$ cat config.mk
export PLATFORM = sky130hd
export DESIGN_NAME = uart_rx_ring_buffer_with_match
export DESIGN_NICKNAME = d
export VERILOG_FILES = /design/src/rtl/urbm_pkg.sv /design/src/rtl/uart_rx_ring_buffer_with_match.sv /design/src/rtl/urbm_queue.sv /design/src/rtl/urbm_front.sv /design/src/rtl/urbm_mod.sv /design/src/rtl/urbm_back.sv
export SDC_FILE = /design/constraint.sdc
export NUM_CORES = 2
export LEC_CHECK = 0
export BUFFER_PORTS_ARGS = -buffer_cell sky130_fd_sc_hd__buf_2
export CAP_MARGIN = 15
export CORE_MARGIN = 5
export CORE_UTILIZATION = 28
export CTS_BUF_LIST = sky130_fd_sc_hd__clkbuf_4
export DETAILED_ROUTE_END_ITERATION = 8
export HOLD_SLACK_MARGIN = 0.1
export PLACE_DENSITY = 0.43
export SLEW_MARGIN = 20
export SYNTH_ARGS = -nofsm -noshare
export SYNTH_HDL_FRONTEND = slang
export SYNTH_SLANG_ARGS = --single-unit
$ cat constraint.sdc
create_clock -name clock -period 9.1 [get_ports clock]
set_clock_uncertainty 0.2 [all_clocks]
set_input_delay 0.91 -clock clock [delete_from_list [all_inputs] [get_ports clock]]
set_output_delay 0.91 -clock clock [all_outputs]
set_load 0.02 [all_outputs]
$ cat src/rtl/urbm_pkg.sv
`timescale 1ns / 1ps

package urbm_pkg;

   // Fixed field widths
   localparam int DATA_W     = 8;
   localparam int MODE_W     = 2;
   localparam int CAP_W      = 8;
   localparam int DCOUNT_W   = 3;
   localparam int DBYTES_W   = 32;
   localparam int FILL_W     = 8;

   // Ring size and index arithmetic run at this width (capacity + 1 up to 256)
   localparam int SIZE_W     = CAP_W + 1;

   // Delimiter bytes held in the delimiter register
   localparam int DELIM_SLOTS = DBYTES_W / DATA_W;

   // Configuration port
   localparam int CSR_IDX_W  = 2;
   localparam logic [CSR_IDX_W-1:0] CSR_ENABLE       = 2'd0;
   localparam logic [CSR_IDX_W-1:0] CSR_CAPACITY     = 2'd1;
   localparam logic [CSR_IDX_W-1:0] CSR_DELIM_COUNT  = 2'd2;
   localparam logic [CSR_IDX_W-1:0] CSR_DELIM_BYTES  = 2'd3;

   // Operation codes
   localparam logic [MODE_W-1:0] OP_PUSH  = 2'd0;
   localparam logic [MODE_W-1:0] OP_POP   = 2'd1;
   localparam logic [MODE_W-1:0] OP_CLEAR = 2'd2;
   localparam logic [MODE_W-1:0] OP_ARM   = 2'd3;

   // Queue between front and back, and on the result side (power of two)
   localparam int QUEUE_DEPTH = 2;
   localparam int QPTR_W      = $clog2(QUEUE_DEPTH);
   localparam int QCNT_W      = $clog2(QUEUE_DEPTH + 1);

   // Remainder unit: one dividend bit per step
   localparam int MOD_STEP_W  = 4;

   typedef struct packed {
      logic [MODE_W-1:0] mode;
      logic [DATA_W-1:0] data_byte;
      logic [DATA_W-1:0] count;
      logic              delimiter_hit;
   } cmd_type;

   typedef struct packed {
      logic [DATA_W-1:0] read_data;
      logic              read_valid;
      logic              no_data;
      logic              delimiter_hit;
      logic              count_reached;
      logic              overflow;
      logic [FILL_W-1:0] fill_level;
   } rsp_type;

   typedef struct packed {
      logic              enable;
      logic [SIZE_W-1:0] ring_size;
      logic              clear_index;
   } back_cfg_type;

endpackage

$ cat src/rtl/uart_rx_ring_buffer_with_match.sv
`timescale 1ns / 1ps
// Receive byte ring of a serial port with delimiter match and count alarm.
// Command channel: present req_mode / req_data_byte / req_count with push;
// a beat is taken when push is high and full is low. Modes: push byte,
// pop byte, clear ring, arm count target.
// Result channel: the oldest result sits on rsp_* while empty is low and is
// taken when pop is high. Exactly one result beat per command beat.
// Configuration: csr_write_enable with csr_index / csr_write_data writes one
// register in that cycle; write only while no command is in flight.
// Flow: a push, pop or clear taken into the command queue is executed by
// the back end and then reported into the result queue; an arm also waits
// on the bit-serial remainder that computes the target modulo the ring size.
// The back end takes a new command only after the last one is reported.
// A two-entry queue sits on each side, so commands keep being taken while
// results wait. When the receiver stalls, results and then commands back
// up and full rises; nothing is lost.
// Reset clears indices, the target and both queues; ring contents stay
// undefined until written. Registers reset to capacity 20, all else zero.
module uart_rx_ring_buffer_with_match
   import urbm_pkg::*;
#(
   parameter int RING_DEPTH     = 256,
   parameter int MAX_DELIMITERS = 4
) (
   input  logic                 clock,
   input  logic                 reset,
   input  logic                 push,
   output logic                 full,
   input  logic [MODE_W-1:0]    req_mode,
   input  logic [DATA_W-1:0]    req_data_byte,
   input  logic [DATA_W-1:0]    req_count,
   output logic                 empty,
   input  logic                 pop,
   output logic [DATA_W-1:0]    rsp_read_data,
   output logic                 rsp_read_valid,
   output logic                 rsp_no_data,
   output logic                 rsp_delimiter_hit,
   output logic                 rsp_count_reached,
   output logic                 rsp_overflow,
   output logic [FILL_W-1:0]    rsp_fill_level,
   input  logic                 csr_write_enable,
   input  logic [CSR_IDX_W-1:0] csr_index,
   input  logic [DBYTES_W-1:0]  csr_write_data
);

   logic                enable_ff;
   logic [CAP_W-1:0]    capacity_ff;
   logic [DCOUNT_W-1:0] dcount_ff;
   logic [DBYTES_W-1:0] dbytes_ff;

   back_cfg_type        back_cfg;
   cmd_type             cmd_head;
   logic                cmd_empty, cmd_pop;
   rsp_type             rsp_new, rsp_head;
   logic                rsp_push, rsp_full;
   logic [SIZE_W-1:0]   cap_plus;
   logic [$bits(rsp_type)-1:0] rsp_bits;

   // Configuration registers
   always_ff @(posedge clock) begin
      if (reset) begin
         enable_ff   <= 1'b0;
         capacity_ff <= CAP_W'(20);
         dcount_ff   <= '0;
         dbytes_ff   <= '0;
      end else if (csr_write_enable) begin
         case (csr_index)
            CSR_ENABLE:      enable_ff   <= csr_write_data[0];
            CSR_CAPACITY:    capacity_ff <= csr_write_data[CAP_W-1:0];
            CSR_DELIM_COUNT: dcount_ff   <= csr_write_data[DCOUNT_W-1:0];
            default:         dbytes_ff   <= csr_write_data;
         endcase
      end
   end

   // Ring size, limited to the storage depth
   assign cap_plus = {1'b0, capacity_ff} + 1'b1;

   always_comb begin
      back_cfg.enable      = enable_ff;
      back_cfg.ring_size   = (cap_plus > SIZE_W'(RING_DEPTH)) ? SIZE_W'(RING_DEPTH) : cap_plus;
      back_cfg.clear_index = csr_write_enable
                             && ((csr_index == CSR_CAPACITY)
                                 || ((csr_index == CSR_ENABLE)
                                     && csr_write_data[0] && !enable_ff));
   end

   urbm_front #(
      .MAX_DELIMITERS (MAX_DELIMITERS)
   ) u_front (
      .clock           (clock),
      .reset           (reset),
      .push            (push),
      .full            (full),
      .mode            (req_mode),
      .data_byte       (req_data_byte),
      .count           (req_count),
      .delimiter_count (dcount_ff),
      .delimiter_bytes (dbytes_ff),
      .cmd_pop         (cmd_pop),
      .cmd_head        (cmd_head),
      .cmd_empty       (cmd_empty)
   );

   urbm_back #(
      .RING_DEPTH (RING_DEPTH)
   ) u_back (
      .clock     (clock),
      .reset     (reset),
      .cfg       (back_cfg),
      .cmd_head  (cmd_head),
      .cmd_empty (cmd_empty),
      .cmd_pop   (cmd_pop),
      .rsp_out   (rsp_new),
      .rsp_push  (rsp_push),
      .rsp_full  (rsp_full)
   );

   urbm_queue #(
      .WIDTH ($bits(rsp_type))
   ) u_rsp_queue (
      .clock     (clock),
      .reset     (reset),
      .push      (rsp_push),
      .push_data (rsp_new),
      .full      (rsp_full),
      .pop       (pop),
      .pop_data  (rsp_bits),
      .empty     (empty)
   );

   assign rsp_head          = rsp_type'(rsp_bits);
   assign rsp_read_data     = rsp_head.read_data;
   assign rsp_read_valid    = rsp_head.read_valid;
   assign rsp_no_data       = rsp_head.no_data;
   assign rsp_delimiter_hit = rsp_head.delimiter_hit;
   assign rsp_count_reached = rsp_head.count_reached;
   assign rsp_overflow      = rsp_head.overflow;
   assign rsp_fill_level    = rsp_head.fill_level;

endmodule

$ cat src/rtl/urbm_queue.sv
`timescale 1ns / 1ps

module urbm_queue
   import urbm_pkg::*;
#(
   parameter int WIDTH = 8
) (
   input  logic             clock,
   input  logic             reset,
   input  logic             push,
   input  logic [WIDTH-1:0] push_data,
   output logic             full,
   input  logic             pop,
   output logic [WIDTH-1:0] pop_data,
   output logic             empty
);

   logic [WIDTH-1:0]  entry_ff [QUEUE_DEPTH];
   logic [QPTR_W-1:0] wr_ptr_ff, wr_ptr_in;
   logic [QPTR_W-1:0] rd_ptr_ff, rd_ptr_in;
   logic [QCNT_W-1:0] count_ff, count_in;
   logic              do_push, do_pop;

   assign full     = (count_ff == QCNT_W'(QUEUE_DEPTH));
   assign empty    = (count_ff == '0);
   assign pop_data = entry_ff[rd_ptr_ff];
   assign do_push  = push && !full;
   assign do_pop   = pop && !empty;

   // Advance pointers; depth is a power of two so they wrap on their own
   always_comb begin
      wr_ptr_in = wr_ptr_ff;
      rd_ptr_in = rd_ptr_ff;
      count_in  = count_ff;
      if (do_push) begin
         wr_ptr_in = wr_ptr_ff + 1'b1;
      end
      if (do_pop) begin
         rd_ptr_in = rd_ptr_ff + 1'b1;
      end
      if (do_push && !do_pop) begin
         count_in = count_ff + 1'b1;
      end else if (do_pop && !do_push) begin
         count_in = count_ff - 1'b1;
      end
   end

   always_ff @(posedge clock) begin
      if (reset) begin
         wr_ptr_ff <= '0;
         rd_ptr_ff <= '0;
         count_ff  <= '0;
      end else begin
         wr_ptr_ff <= wr_ptr_in;
         rd_ptr_ff <= rd_ptr_in;
         count_ff  <= count_in;
      end
   end

   // Hold payload
   always_ff @(posedge clock) begin
      if (do_push) begin
         entry_ff[wr_ptr_ff] <= push_data;
      end
   end

endmodule

$ cat src/rtl/urbm_front.sv
`timescale 1ns / 1ps

module urbm_front
   import urbm_pkg::*;
#(
   parameter int MAX_DELIMITERS = 4
) (
   input  logic                clock,
   input  logic                reset,
   input  logic                push,
   output logic                full,
   input  logic [MODE_W-1:0]   mode,
   input  logic [DATA_W-1:0]   data_byte,
   input  logic [DATA_W-1:0]   count,
   input  logic [DCOUNT_W-1:0] delimiter_count,
   input  logic [DBYTES_W-1:0] delimiter_bytes,
   input  logic                cmd_pop,
   output cmd_type             cmd_head,
   output logic                cmd_empty
);

   localparam int USED_DELIMS = (MAX_DELIMITERS < DELIM_SLOTS) ? MAX_DELIMITERS : DELIM_SLOTS;

   cmd_type             cmd_new;
   logic                hit;
   logic [$bits(cmd_type)-1:0] head_bits;

   // Match the byte against each delimiter slot in use
   always_comb begin
      hit = 1'b0;
      for (int k = 0; k < USED_DELIMS; k++) begin
         if ((DCOUNT_W'(k) < delimiter_count)
             && (delimiter_bytes[k*DATA_W +: DATA_W] == data_byte)) begin
            hit = 1'b1;
         end
      end
   end

   always_comb begin
      cmd_new.mode          = mode;
      cmd_new.data_byte     = data_byte;
      cmd_new.count         = count;
      cmd_new.delimiter_hit = hit;
   end

   urbm_queue #(
      .WIDTH ($bits(cmd_type))
   ) u_cmd_queue (
      .clock     (clock),
      .reset     (reset),
      .push      (push),
      .push_data (cmd_new),
      .full      (full),
      .pop       (cmd_pop),
      .pop_data  (head_bits),
      .empty     (cmd_empty)
   );

   assign cmd_head = cmd_type'(head_bits);

endmodule

$ cat src/rtl/urbm_mod.sv
`timescale 1ns / 1ps

module urbm_mod
   import urbm_pkg::*;
(
   input  logic              clock,
   input  logic              reset,
   input  logic              start,
   input  logic [SIZE_W-1:0] dividend,
   input  logic [SIZE_W-1:0] divisor,
   output logic              done,
   output logic [SIZE_W-1:0] remainder
);

   logic [SIZE_W-1:0]     quo_ff, quo_in;
   logic [SIZE_W-1:0]     rem_ff, rem_in;
   logic [MOD_STEP_W-1:0] step_ff, step_in;
   logic                  busy_ff, busy_in;
   logic                  done_ff, done_in;
   logic [SIZE_W:0]       trial;

   assign trial     = {rem_ff, quo_ff[SIZE_W-1]};
   assign done      = done_ff;
   assign remainder = rem_ff;

   // Restoring remainder, one dividend bit per cycle
   always_comb begin
      quo_in  = quo_ff;
      rem_in  = rem_ff;
      step_in = step_ff;
      busy_in = busy_ff;
      done_in = 1'b0;
      if (start) begin
         quo_in  = dividend;
         rem_in  = '0;
         step_in = '0;
         busy_in = 1'b1;
      end else if (busy_ff) begin
         quo_in = {quo_ff[SIZE_W-2:0], 1'b0};
         if (trial >= {1'b0, divisor}) begin
            rem_in = SIZE_W'(trial - {1'b0, divisor});
         end else begin
            rem_in = trial[SIZE_W-1:0];
         end
         step_in = step_ff + 1'b1;
         if (step_ff == MOD_STEP_W'(SIZE_W - 1)) begin
            busy_in = 1'b0;
            done_in = 1'b1;
         end
      end
   end

   always_ff @(posedge clock) begin
      if (reset) begin
         busy_ff <= 1'b0;
         done_ff <= 1'b0;
         step_ff <= '0;
      end else begin
         busy_ff <= busy_in;
         done_ff <= done_in;
         step_ff <= step_in;
      end
   end

   always_ff @(posedge clock) begin
      quo_ff <= quo_in;
      rem_ff <= rem_in;
   end

endmodule

$ cat src/rtl/urbm_back.sv
`timescale 1ns / 1ps

module urbm_back
   import urbm_pkg::*;
#(
   parameter int RING_DEPTH = 256
) (
   input  logic         clock,
   input  logic         reset,
   input  back_cfg_type cfg,
   input  cmd_type      cmd_head,
   input  logic         cmd_empty,
   output logic         cmd_pop,
   output rsp_type      rsp_out,
   output logic         rsp_push,
   input  logic         rsp_full
);

   localparam int IDX_W = (RING_DEPTH > 1) ? $clog2(RING_DEPTH) : 1;
   localparam int PAD_W = SIZE_W - IDX_W;

   localparam logic [1:0] ST_EXEC = 2'd0;
   localparam logic [1:0] ST_DIV  = 2'd1;
   localparam logic [1:0] ST_RESP = 2'd2;

   logic [1:0]        state_ff, state_in;
   logic [IDX_W-1:0]  wr_idx_ff, wr_idx_in;
   logic [IDX_W-1:0]  rd_idx_ff, rd_idx_in;
   logic [IDX_W-1:0]  target_ff, target_in;
   logic              armed_ff, armed_in;
   rsp_type           flags_ff, flags_in;

   logic [DATA_W-1:0] ring_mem [RING_DEPTH];
   logic [DATA_W-1:0] rdata_ff;
   logic              mem_we, mem_re;

   logic [SIZE_W-1:0] wr9, rd9, wr_plus9, rd_plus9, fill9;
   logic [IDX_W-1:0]  wr_next, rd_next;
   logic              mod_start, mod_done;
   logic [SIZE_W-1:0] mod_rem;

   assign wr9      = {{PAD_W{1'b0}}, wr_idx_ff};
   assign rd9      = {{PAD_W{1'b0}}, rd_idx_ff};
   assign wr_plus9 = wr9 + 1'b1;
   assign rd_plus9 = rd9 + 1'b1;
   assign wr_next  = (wr_plus9 == cfg.ring_size) ? '0 : wr_plus9[IDX_W-1:0];
   assign rd_next  = (rd_plus9 == cfg.ring_size) ? '0 : rd_plus9[IDX_W-1:0];
   assign fill9    = (rd_idx_ff > wr_idx_ff) ? SIZE_W'(cfg.ring_size - rd9 + wr9)
                                             : SIZE_W'(wr9 - rd9);

   urbm_mod u_mod (
      .clock     (clock),
      .reset     (reset),
      .start     (mod_start),
      .dividend  (SIZE_W'(wr9 + {1'b0, cmd_head.count})),
      .divisor   (cfg.ring_size),
      .done      (mod_done),
      .remainder (mod_rem)
   );

   // Execute one operation, then report it
   always_comb begin
      state_in  = state_ff;
      wr_idx_in = wr_idx_ff;
      rd_idx_in = rd_idx_ff;
      target_in = target_ff;
      armed_in  = armed_ff;
      flags_in  = flags_ff;
      cmd_pop   = 1'b0;
      mem_we    = 1'b0;
      mem_re    = 1'b0;
      mod_start = 1'b0;
      rsp_push  = 1'b0;
      rsp_out   = flags_ff;
      rsp_out.read_data  = flags_ff.read_valid ? rdata_ff : '0;
      rsp_out.fill_level = fill9[FILL_W-1:0];
      case (state_ff)
         ST_EXEC: begin
            if (!cmd_empty) begin
               cmd_pop  = 1'b1;
               flags_in = '0;
               state_in = ST_RESP;
               case (cmd_head.mode)
                  OP_PUSH: begin
                     if (cfg.enable) begin
                        flags_in.delimiter_hit = cmd_head.delimiter_hit;
                        if (wr_next != rd_idx_ff) begin
                           mem_we    = 1'b1;
                           wr_idx_in = wr_next;
                           if (armed_ff && (wr_next == target_ff)) begin
                              armed_in               = 1'b0;
                              flags_in.count_reached = 1'b1;
                           end
                        end else begin
                           flags_in.overflow = 1'b1;
                        end
                     end
                  end
                  OP_POP: begin
                     if (rd_idx_ff != wr_idx_ff) begin
                        mem_re              = 1'b1;
                        rd_idx_in           = rd_next;
                        flags_in.read_valid = 1'b1;
                     end else begin
                        flags_in.no_data = 1'b1;
                     end
                  end
                  OP_CLEAR: begin
                     rd_idx_in = wr_idx_ff;
                  end
                  default: begin
                     mod_start = 1'b1;
                     state_in  = ST_DIV;
                  end
               endcase
            end
         end
         ST_DIV: begin
            if (mod_done) begin
               target_in = mod_rem[IDX_W-1:0];
               armed_in  = 1'b1;
               state_in  = ST_RESP;
            end
         end
         ST_RESP: begin
            if (!rsp_full) begin
               rsp_push = 1'b1;
               state_in = ST_EXEC;
            end
         end
         default: begin
            state_in = ST_EXEC;
         end
      endcase
      // Return indices to zero on a capacity write or enable rising
      if (cfg.clear_index) begin
         wr_idx_in = '0;
         rd_idx_in = '0;
      end
   end

   always_ff @(posedge clock) begin
      if (reset) begin
         state_ff  <= ST_EXEC;
         wr_idx_ff <= '0;
         rd_idx_ff <= '0;
         target_ff <= '0;
         armed_ff  <= 1'b0;
      end else begin
         state_ff  <= state_in;
         wr_idx_ff <= wr_idx_in;
         rd_idx_ff <= rd_idx_in;
         target_ff <= target_in;
         armed_ff  <= armed_in;
      end
   end

   always_ff @(posedge clock) begin
      flags_ff <= flags_in;
   end

   // Ring storage with registered read
   always_ff @(posedge clock) begin
      if (mem_we) begin
         ring_mem[wr_idx_ff] <= cmd_head.data_byte;
      end
      if (mem_re) begin
         rdata_ff <= ring_mem[rd_idx_ff];
      end
   end

endmodule
== Yosys cells after proc, flatten, opt, wreduce, memory -nomap -nowiden ==
Memories as Yosys holds them, arrays and structs flattened. A register that Yosys moved wholly into a read port is not among the register bits.
Index checks and enable logic that the tools add are counted.

* Reductions and logical operators: 53
* Muxes and demuxes: 63
* Add/sub/neg operators: 17
* Equal/unequal tests: 26
* Bitwise operators: 3
* Magnitude comparators: 7

{| class="wikitable"
|+ Operators by type and width
! kind !! count
|-
| $mux W1 || 43
|-
| $eq A8 B8 Y1 || 5
|-
| $mux W8 || 5
|-
| $mux W9 || 4
|-
| $add A8 B1 Y9 const B || 3
|-
| $eq A9 B9 Y1 || 2
|-
| $logic_and A1 B1 Y1 || 16
|-
| $mux W2 || 8
|-
| $ne A8 B8 Y1 || 2
|-
| $pmux W8 S2 || 1
|-
| $sub A8 B8 Y8 || 2
|-
| $reduce_and A2 Y1 || 7
|-
| $eq A2 B2 Y1 const B || 5
|-
| $ge A10 B9 Y1 || 1
|-
| $logic_not A2 Y1 || 5
|-
| $ne A2 B2 Y1 const B || 5
|-
| $reduce_bool A2 Y1 || 5
|-
| $add A8 B8 Y9 || 1
|-
| $gt A9 B9 Y1 const B || 1
|-
| $logic_not A1 Y1 || 9
|-
| $reduce_or A3 Y1 || 3
|-
| $sub A9 B9 Y9 || 1
|-
| $add A8 B8 Y8 || 1
|-
| $gt A8 B8 Y1 || 1
|-
| 18 further kinds || 33
|}

* Memories: 3
* Output and inout port bits: 23
* Input bits: 57
* Memory bits (writable): 2,128
* Logic and storage cells: 197
* Register bits after elaboration: 108

{| class="wikitable"
|+ Memory list
! name !! depth !! bits a word !! rd ports !! clocked after memory_dff !! write ports !! line !! RTL
|-
| u_back.ring_mem || 256 || 8 || 1 || 1 || 1 || urbm_back.sv:33 || <nowiki>logic [DATA_W-1:0] ring_mem [RING_DEPTH];</nowiki>
|-
| u_rsp_queue.entry_ff || 2 || 21 || 1 || 1 || 1 || urbm_queue.sv:18 || <nowiki>logic [WIDTH-1:0] entry_ff [QUEUE_DEPTH];</nowiki>
|-
| u_front.u_cmd_queue.entry_ff || 2 || 19 || 1 || 1 || 1 || urbm_queue.sv:18 ||
|}

== Logic depth before layout (Yosys ltp) ==
* Word-level depth: 13
* Gate-level depth with buffers: 17

== Hierarchy ==
From an unflattened synthesis, not the netlist that was laid out.

* Cell total of the unflattened synthesis: 4,761
* Area total of the unflattened synthesis: 89,997.6 µm²

{| class="wikitable"
|+ By module, submodules not included
! module !! cells an instance !! area each (µm²) !! times used !! sequential area each (µm²)
|-
| urbm_back || 4,163 || 82,957.1 || 1 || 62,429.9
|-
| uart_rx_ring_buffer_with_match || 211 || 1,766.7 || 1 || 880.8
|-
| urbm_queue at u_rsp_queue || 90 || 1,725.4 || 1 || 1,361.3
|-
| urbm_mod || 165 || 1,592.8 || 1 || 570.5
|-
| urbm_queue at u_front.u_cmd_queue || 84 || 1,585.3 || 1 || 1,241.2
|-
| urbm_front || 48 || 370.4 || 1 || 0.0
|}

== Worst setup path after synthesis ==
Ideal clock, no wire load.

* Path type: register to register
* From: reg u_back.wr_idx_ff[1]
* To: mem u_back.ring_mem[111][0], enable pin
* Slack: 4,522 ps
* Setup time: 383 ps
* Stages on the path, launching flop included: 17
* Required time: 8,517 ps
* Arrival time: 3,995 ps
* Clock period less this slack: 4,578 ps
* Cells stage by stage: dfxtp_1 ha_1 buf_4 nand4_2 or3_1 clkbuf_1 and2_1 or3_1 a31oi_4 and2_1 buf_4 o32ai_1 a41oi_2 buf_4 nand2_4 buf_2 nor3_1

* Cells in the longest elaborated chain, start to end: 11

{| class="wikitable"
|+ Ends and longest elaborated chain
! item !! line !! RTL
|-
| start: declaration || urbm_back.sv:27 || <nowiki>logic [IDX_W-1:0] wr_idx_ff, wr_idx_in;</nowiki>
|-
| start signal: assignment || urbm_back.sv:151 || <nowiki>wr_idx_ff <= wr_idx_in;</nowiki>
|-
| $add A8 B1 Y9 || urbm_back.sv:44 || <nowiki>assign wr_plus9 = wr9 + 1'b1;</nowiki>
|-
| $eq A9 B9 Y1 || urbm_back.sv:46 || <nowiki>assign wr_next = (wr_plus9 == cfg.ring_size) ? '0 : wr_plus9[IDX_W-1:0];</nowiki>
|-
| $mux W8 || urbm_back.sv:46 ||
|-
| $ne A8 B8 Y1 || urbm_back.sv:87 || <nowiki>if (wr_next != rd_idx_ff) begin</nowiki>
|-
| $mux W1 || urbm_back.sv:87 ||
|-
| $mux W1 || urbm_back.sv:85 || <nowiki>if (cfg.enable) begin</nowiki>
|-
| $mux W1 || urbm_back.sv:83 || <nowiki>case (cmd_head.mode)</nowiki>
|-
| $mux W1 || urbm_back.sv:79 || <nowiki>if (!cmd_empty) begin</nowiki>
|-
| $mux W1 || urbm_back.sv:77 || <nowiki>case (state_ff)</nowiki>
|-
| $mux W1 || urbm_back.sv:164 || <nowiki>if (mem_we) begin</nowiki>
|-
| $mux W1 (not written as such) || urbm_back.sv:165 || <nowiki>ring_mem[wr_idx_ff] <= cmd_head.data_byte;</nowiki>
|-
| end: declaration || urbm_back.sv:33 ||
|}

Parallel ways exist; a longest one is shown, timed or not.

== Worst setup path after layout ==
* From: reg u_back.wr_idx_ff[0]
* To: mem u_back.ring_mem[206][0], enable pin

Same word-level chain as after synthesis.

==> metrics.md <==
| Metric | Value |
|---|---|
| Slew @ Worst Pin | 1.14 ns |
| Full die area | 331000 sq um |
| Synth Warn # | 0 |
| Number of instances in the synthesized netlist | approximately 4300 |
| Final #Nets | a little over 5000 |
| Longest Clk Path Bufs | 4 |
| Final Hold Viols | 0 |
| R2R Setup Slk | about 1.7 ns |
| PwrDens | roughly 260 nW/um^2 |
| Fmax | 135 MHz |
| Switching share of power | 29.5% |
| Boundary Pins | 80 |
| Headroom to the max-slew limit | 23.7% |
| Unique cell type count in the Yosys netlist | 75 |
| Clock latency on the worst-skew pair | 1.30 ns |
| Static power due to leakage | between 0.03 and 0.04 uW |
| Launching point of the worst reg2reg path | u_back.wr_idx_ff[0]$_SDFFE_PP0P_ |
| Number of core rows | 207 |
| Worst endpoint data arrival time | 8.08 ns |
| #FFs+latches synth | approximately 2200 |
| Number of vias per cell after detailed routing | 4.86 |
| Wire length of the first global-routing pass | ~380000 um |
| Biggest area contributors in the synthesized netlist | sky130_fd_sc_hd__edfxtp_1 72%, sky130_fd_sc_hd__mux4_2 17%, sky130_fd_sc_hd__dfxtp_1 2.1% |
| Share of cells above drive strength 1 | roughly 34% |
| Post-synth top flop | sky130_fd_sc_hd__edfxtp_1 |
| Setup Viol. Count Final | 0 |
| Synth Cell Area | 89600 sq um |
| Residual antenna-violating net count after detailed routing | 0 |
| Worst setup path class | reg -> reg |
| Total routing usage reported by global routing | between 10% and 20% |
| Post-Place Setup Slack | between 1.5 and 2 ns |
| Count of routing violations after the opening detailed-route iteration | 4141 |
| Starting density of the core | 28.1% |
| Net switching power | approximately 8000 uW |
| Via count of the first global-routing pass | 49200 |
| Tcrit/Tclk final | 81.5% |
| Relative contribution of the clock network to total power | 32.6% |
| Std-Cell Core Area | 318000 sq um |
| Post-CTS setup buffer count | 0 |
| CTS HTree Levels | 6 |
| Clock-pin slew on the worst setup and hold paths | 0.06 ns |
| TritonCTS clock tree | yes |
| Layout Cell Area excl Fill | 104000 sq um |
| Via count | around 47000 |
| Most area-hungry cell type in the Yosys netlist | sky130_fd_sc_hd__edfxtp_1 |
| Layout overhead on the synthesized area | 16.4% |
| Worst setup slack after layout | ~1.7 ns |
| Maximum VDD drop | 0.138 mV |
| WL per Instance | 28.3 um |
| Number of detailed-route iterations in the first pass | 6 |
| Count of flip-flops with a built-in enable after synthesis | roughly 2200 |
| Clock tree root buffer cell | sky130_fd_sc_hd__clkbuf_4 |
| Detailed-placement wirelength estimate | 161000 um |
| Sequential power share | 46.6% |
| Final Wtd Congestion | just under 0.8 |
| Clock period minus final worst setup slack | 7.42 ns |
| Total global routing overflow | 0 |
| End of the critical path | u_back.ring_mem[206][0]$_DFFE_PP_ |
| Unrepaired setup endpoints after global routing | no |
| Number of design rule violations left after detail routing | 0 |
| PortBufs | 79 |
| Setup TNS | 0 ns |
| Filler instances | a little over 30000 |
| Max-cap violations | 0 |
| Crit end category | flip-flop |
| Area share of the leading cell type in the synthesized netlist | around 72% |
| Chip Width | 576 um |
| R2r endpoint | u_back.ring_mem[206][0]$_DFFE_PP_ |
| Total number of clock tree sinks | 2246 |
| Register area share after synthesis | 74.2% |
| Height of the die | 576 um |
| Wire length reported by the detailed router | 272000 um |
| Worst path required time | 9.77 ns |
| Internal power | 19000 uW |
| Synthesized netlist net count | 4421 |
| Element type at the critical path start | flip-flop |
| Mapped Avg Cell Area | 20.8 sq um |
| Share of the core filled with cells | 32.7% |
| Total CTS buffers | between 600 and 700 |
| Post-synthesis async set-or-reset flop share | 0% |
| Status | finished, final reports clean |
| Placed instance area | 95200 sq um |
| Proportion of power drawn by combinational gates | 20.8% |
| Critical Path Fanout Max | 17 |
| Pin count of the biggest net entering global routing | between 100 and 150 |
| Number of placed instances, taps included | 8417 |
| Count of pins over their slew limit | 0 |
| FF-to-FF path depth | 12 |
| Post-layout instance count excluding filler cells | approximately 9600 |
| Min-delay worst type | reg -> reg |
| Antenna violations before repair | 20 |
| Beginning of the critical path | u_back.wr_idx_ff[0]$_SDFFE_PP0P_ |
cell usage in the layout (no fill, tap or decap), types with 12 or more instances in the layout:
cell	n
sky130_fd_sc_hd__nand4_4	12
sky130_fd_sc_hd__a31oi_1	16
sky130_fd_sc_hd__edfxtp_1	2150
sky130_fd_sc_hd__clkinv_1	126
sky130_fd_sc_hd__buf_2	79
sky130_fd_sc_hd__dlygate4sd3_1	157
sky130_fd_sc_hd__xor2_1	49
sky130_fd_sc_hd__nor2_1	336
sky130_fd_sc_hd__buf_4	78
sky130_fd_sc_hd__and2_1	15
sky130_fd_sc_hd__a211oi_1	20
sky130_fd_sc_hd__clkbuf_4	847
sky130_fd_sc_hd__xnor2_1	48
sky130_fd_sc_hd__clkinv_2	20
sky130_fd_sc_hd__mux2i_1	28
sky130_fd_sc_hd__nand3_1	21
sky130_fd_sc_hd__ha_1	42
sky130_fd_sc_hd__clkinvlp_4	12
sky130_fd_sc_hd__inv_1	49
sky130_fd_sc_hd__dfxtp_1	91
sky130_fd_sc_hd__nand2_1	156
sky130_fd_sc_hd__a21oi_1	68
sky130_fd_sc_hd__nor3_1	21
sky130_fd_sc_hd__a21o_1	15
sky130_fd_sc_hd__mux4_2	668
sky130_fd_sc_hd__o21ai_0	39
sky130_fd_sc_hd__and3_1	12
sky130_fd_sc_hd__mux2_2	28
sky130_fd_sc_hd__nand4_1	18
state kept, by name, indices dropped and copies added (netlist names), 9 cells and up, named ones only:
register and cells:
u_back.ring_mem 2048, dbytes_ff 32, u_rsp_queue.entry_ff 42, u_back.u_mod.quo_ff 9, u_back.u_mod.remainder 9, u_front.u_cmd_queue.entry_ff 38
synth_stat cells (all sizes together) (20+ instances only):
cell type  number
a211oi         20
mux2i          28
nand3          24
nand4          31
ha             42
a21oi          68
xor2           49
nor3           28
xnor2          49
o21ai          40
dfxtp          96
edfxtp       2150
inv            52
mux4          668
clkbuf        143
nor2          336
buf           100
nand2         157
mux2           36
critical path, stage by stage, from the launching register on:
cell and delay, ns:
sky130_fd_sc_hd__dfxtp_1 0.63, sky130_fd_sc_hd__ha_1 0.59, sky130_fd_sc_hd__nand4_2 0.24, sky130_fd_sc_hd__or3_1 0.50
sky130_fd_sc_hd__and2_1 0.28, sky130_fd_sc_hd__or3_1 0.37, sky130_fd_sc_hd__a31oi_4 0.29, sky130_fd_sc_hd__and2_1 0.62
sky130_fd_sc_hd__o32ai_1 0.29, sky130_fd_sc_hd__a41oi_4 0.80, sky130_fd_sc_hd__buf_4 0.37, sky130_fd_sc_hd__nand4_4 0.85
sky130_fd_sc_hd__nor2_1 0.92
timing repair:
action | 4_1_cts | 5_1_grt
gates resized for setup | 0 | 0
hold buffers | 157 | 0
endpoints found under the hold margin | 123 | 0
worst min path at each step:
stage	start	to	slack (ns)	cells after the start
after floorplan	u_back.rsp_out[10]$_SDFFCE_PN0P_	u_rsp_queue.entry_ff[0][10]$_DFFE_PP_	0.22	0
after CTS	req_data_byte[4]	u_front.u_cmd_queue.entry_ff[0][13]$_DFFE_PP_	0.11	2
final	u_back.rsp_out[11]$_SDFFCE_PP0P_	u_rsp_queue.entry_ff[0][11]$_DFFE_PP_	0.24	0
after detailed placement	u_back.rsp_out[11]$_SDFFCE_PP0P_	u_rsp_queue.entry_ff[0][11]$_DFFE_PP_	0.23	0
after global placement	u_back.rsp_out[9]$_SDFFCE_PN0P_	u_rsp_queue.entry_ff[0][9]$_DFFE_PP_	0.23	0
after global routing	csr_write_data[0]	dbytes_ff[0]$_SDFFE_PP0P_	0.20	4
logic make-up after synthesis:
| family | synth area share (%) |
|---|---|
| AO/OA/AOI/OAI | 1.65 |
| XOR/XNOR | 0.967 |
| multiplexers | 17.6 |
| buffers and inverters | 1.32 |
| adder cells (fa/ha/maj) | 0.810 |
| flip-flops | 74.2 |
| AND/OR/NAND/NOR | 3.46 |
metal layers:
metal  up-vias  wire length, um  global-route usage (%)
li1      19500                -                       -
met1     25100           121000                    22.3
met2      1716           130000                    26.1
met3       334            15700                    2.93
met4         4             4760                    4.13
met5         -               35                       0
power groups by stage:
| stage | Combinational (uW) | Sequential [uW] | Clock [uW] |
|---|---|---|---|
| floorplan | 3290 | 12700 | 0 |
| finish | 5590 | 12500 | 8780 |
| global placement | 5760 | 12700 | 0 |
| global route | 5950 | 12500 | 9680 |
| detailed placement | 5720 | 12700 | 0 |
| CTS | 5760 | 12500 | 9110 |
per-stage QoR:
stage	power (uW)	hold slack (ns)
final	26900	0.243
after global routing	28200	0.201
after CTS	27400	0.110
after detailed placement	18500	0.235
after global placement	18500	0.229
after floorplan	16000	0.221
area by class of cell:
class / instances / area [sq um] / share of cell area (%)
clock inverters: 181 / 1040 / 1.00
clock buffers: 847 / 6360 / 6.10
flip-flops and latches: 2246 / 66500 / 63.8
repair buffers: 325 / 2770 / 2.66
inverters: 54 / 213 / 0.204
well taps: 4180 / 5230 / 5.02
diodes: 10 / 25.0 / 0.0240
multi-input cells: 1769 / 22100 / 21.2
No activity file was read; power rests on OpenSTA's default activity.
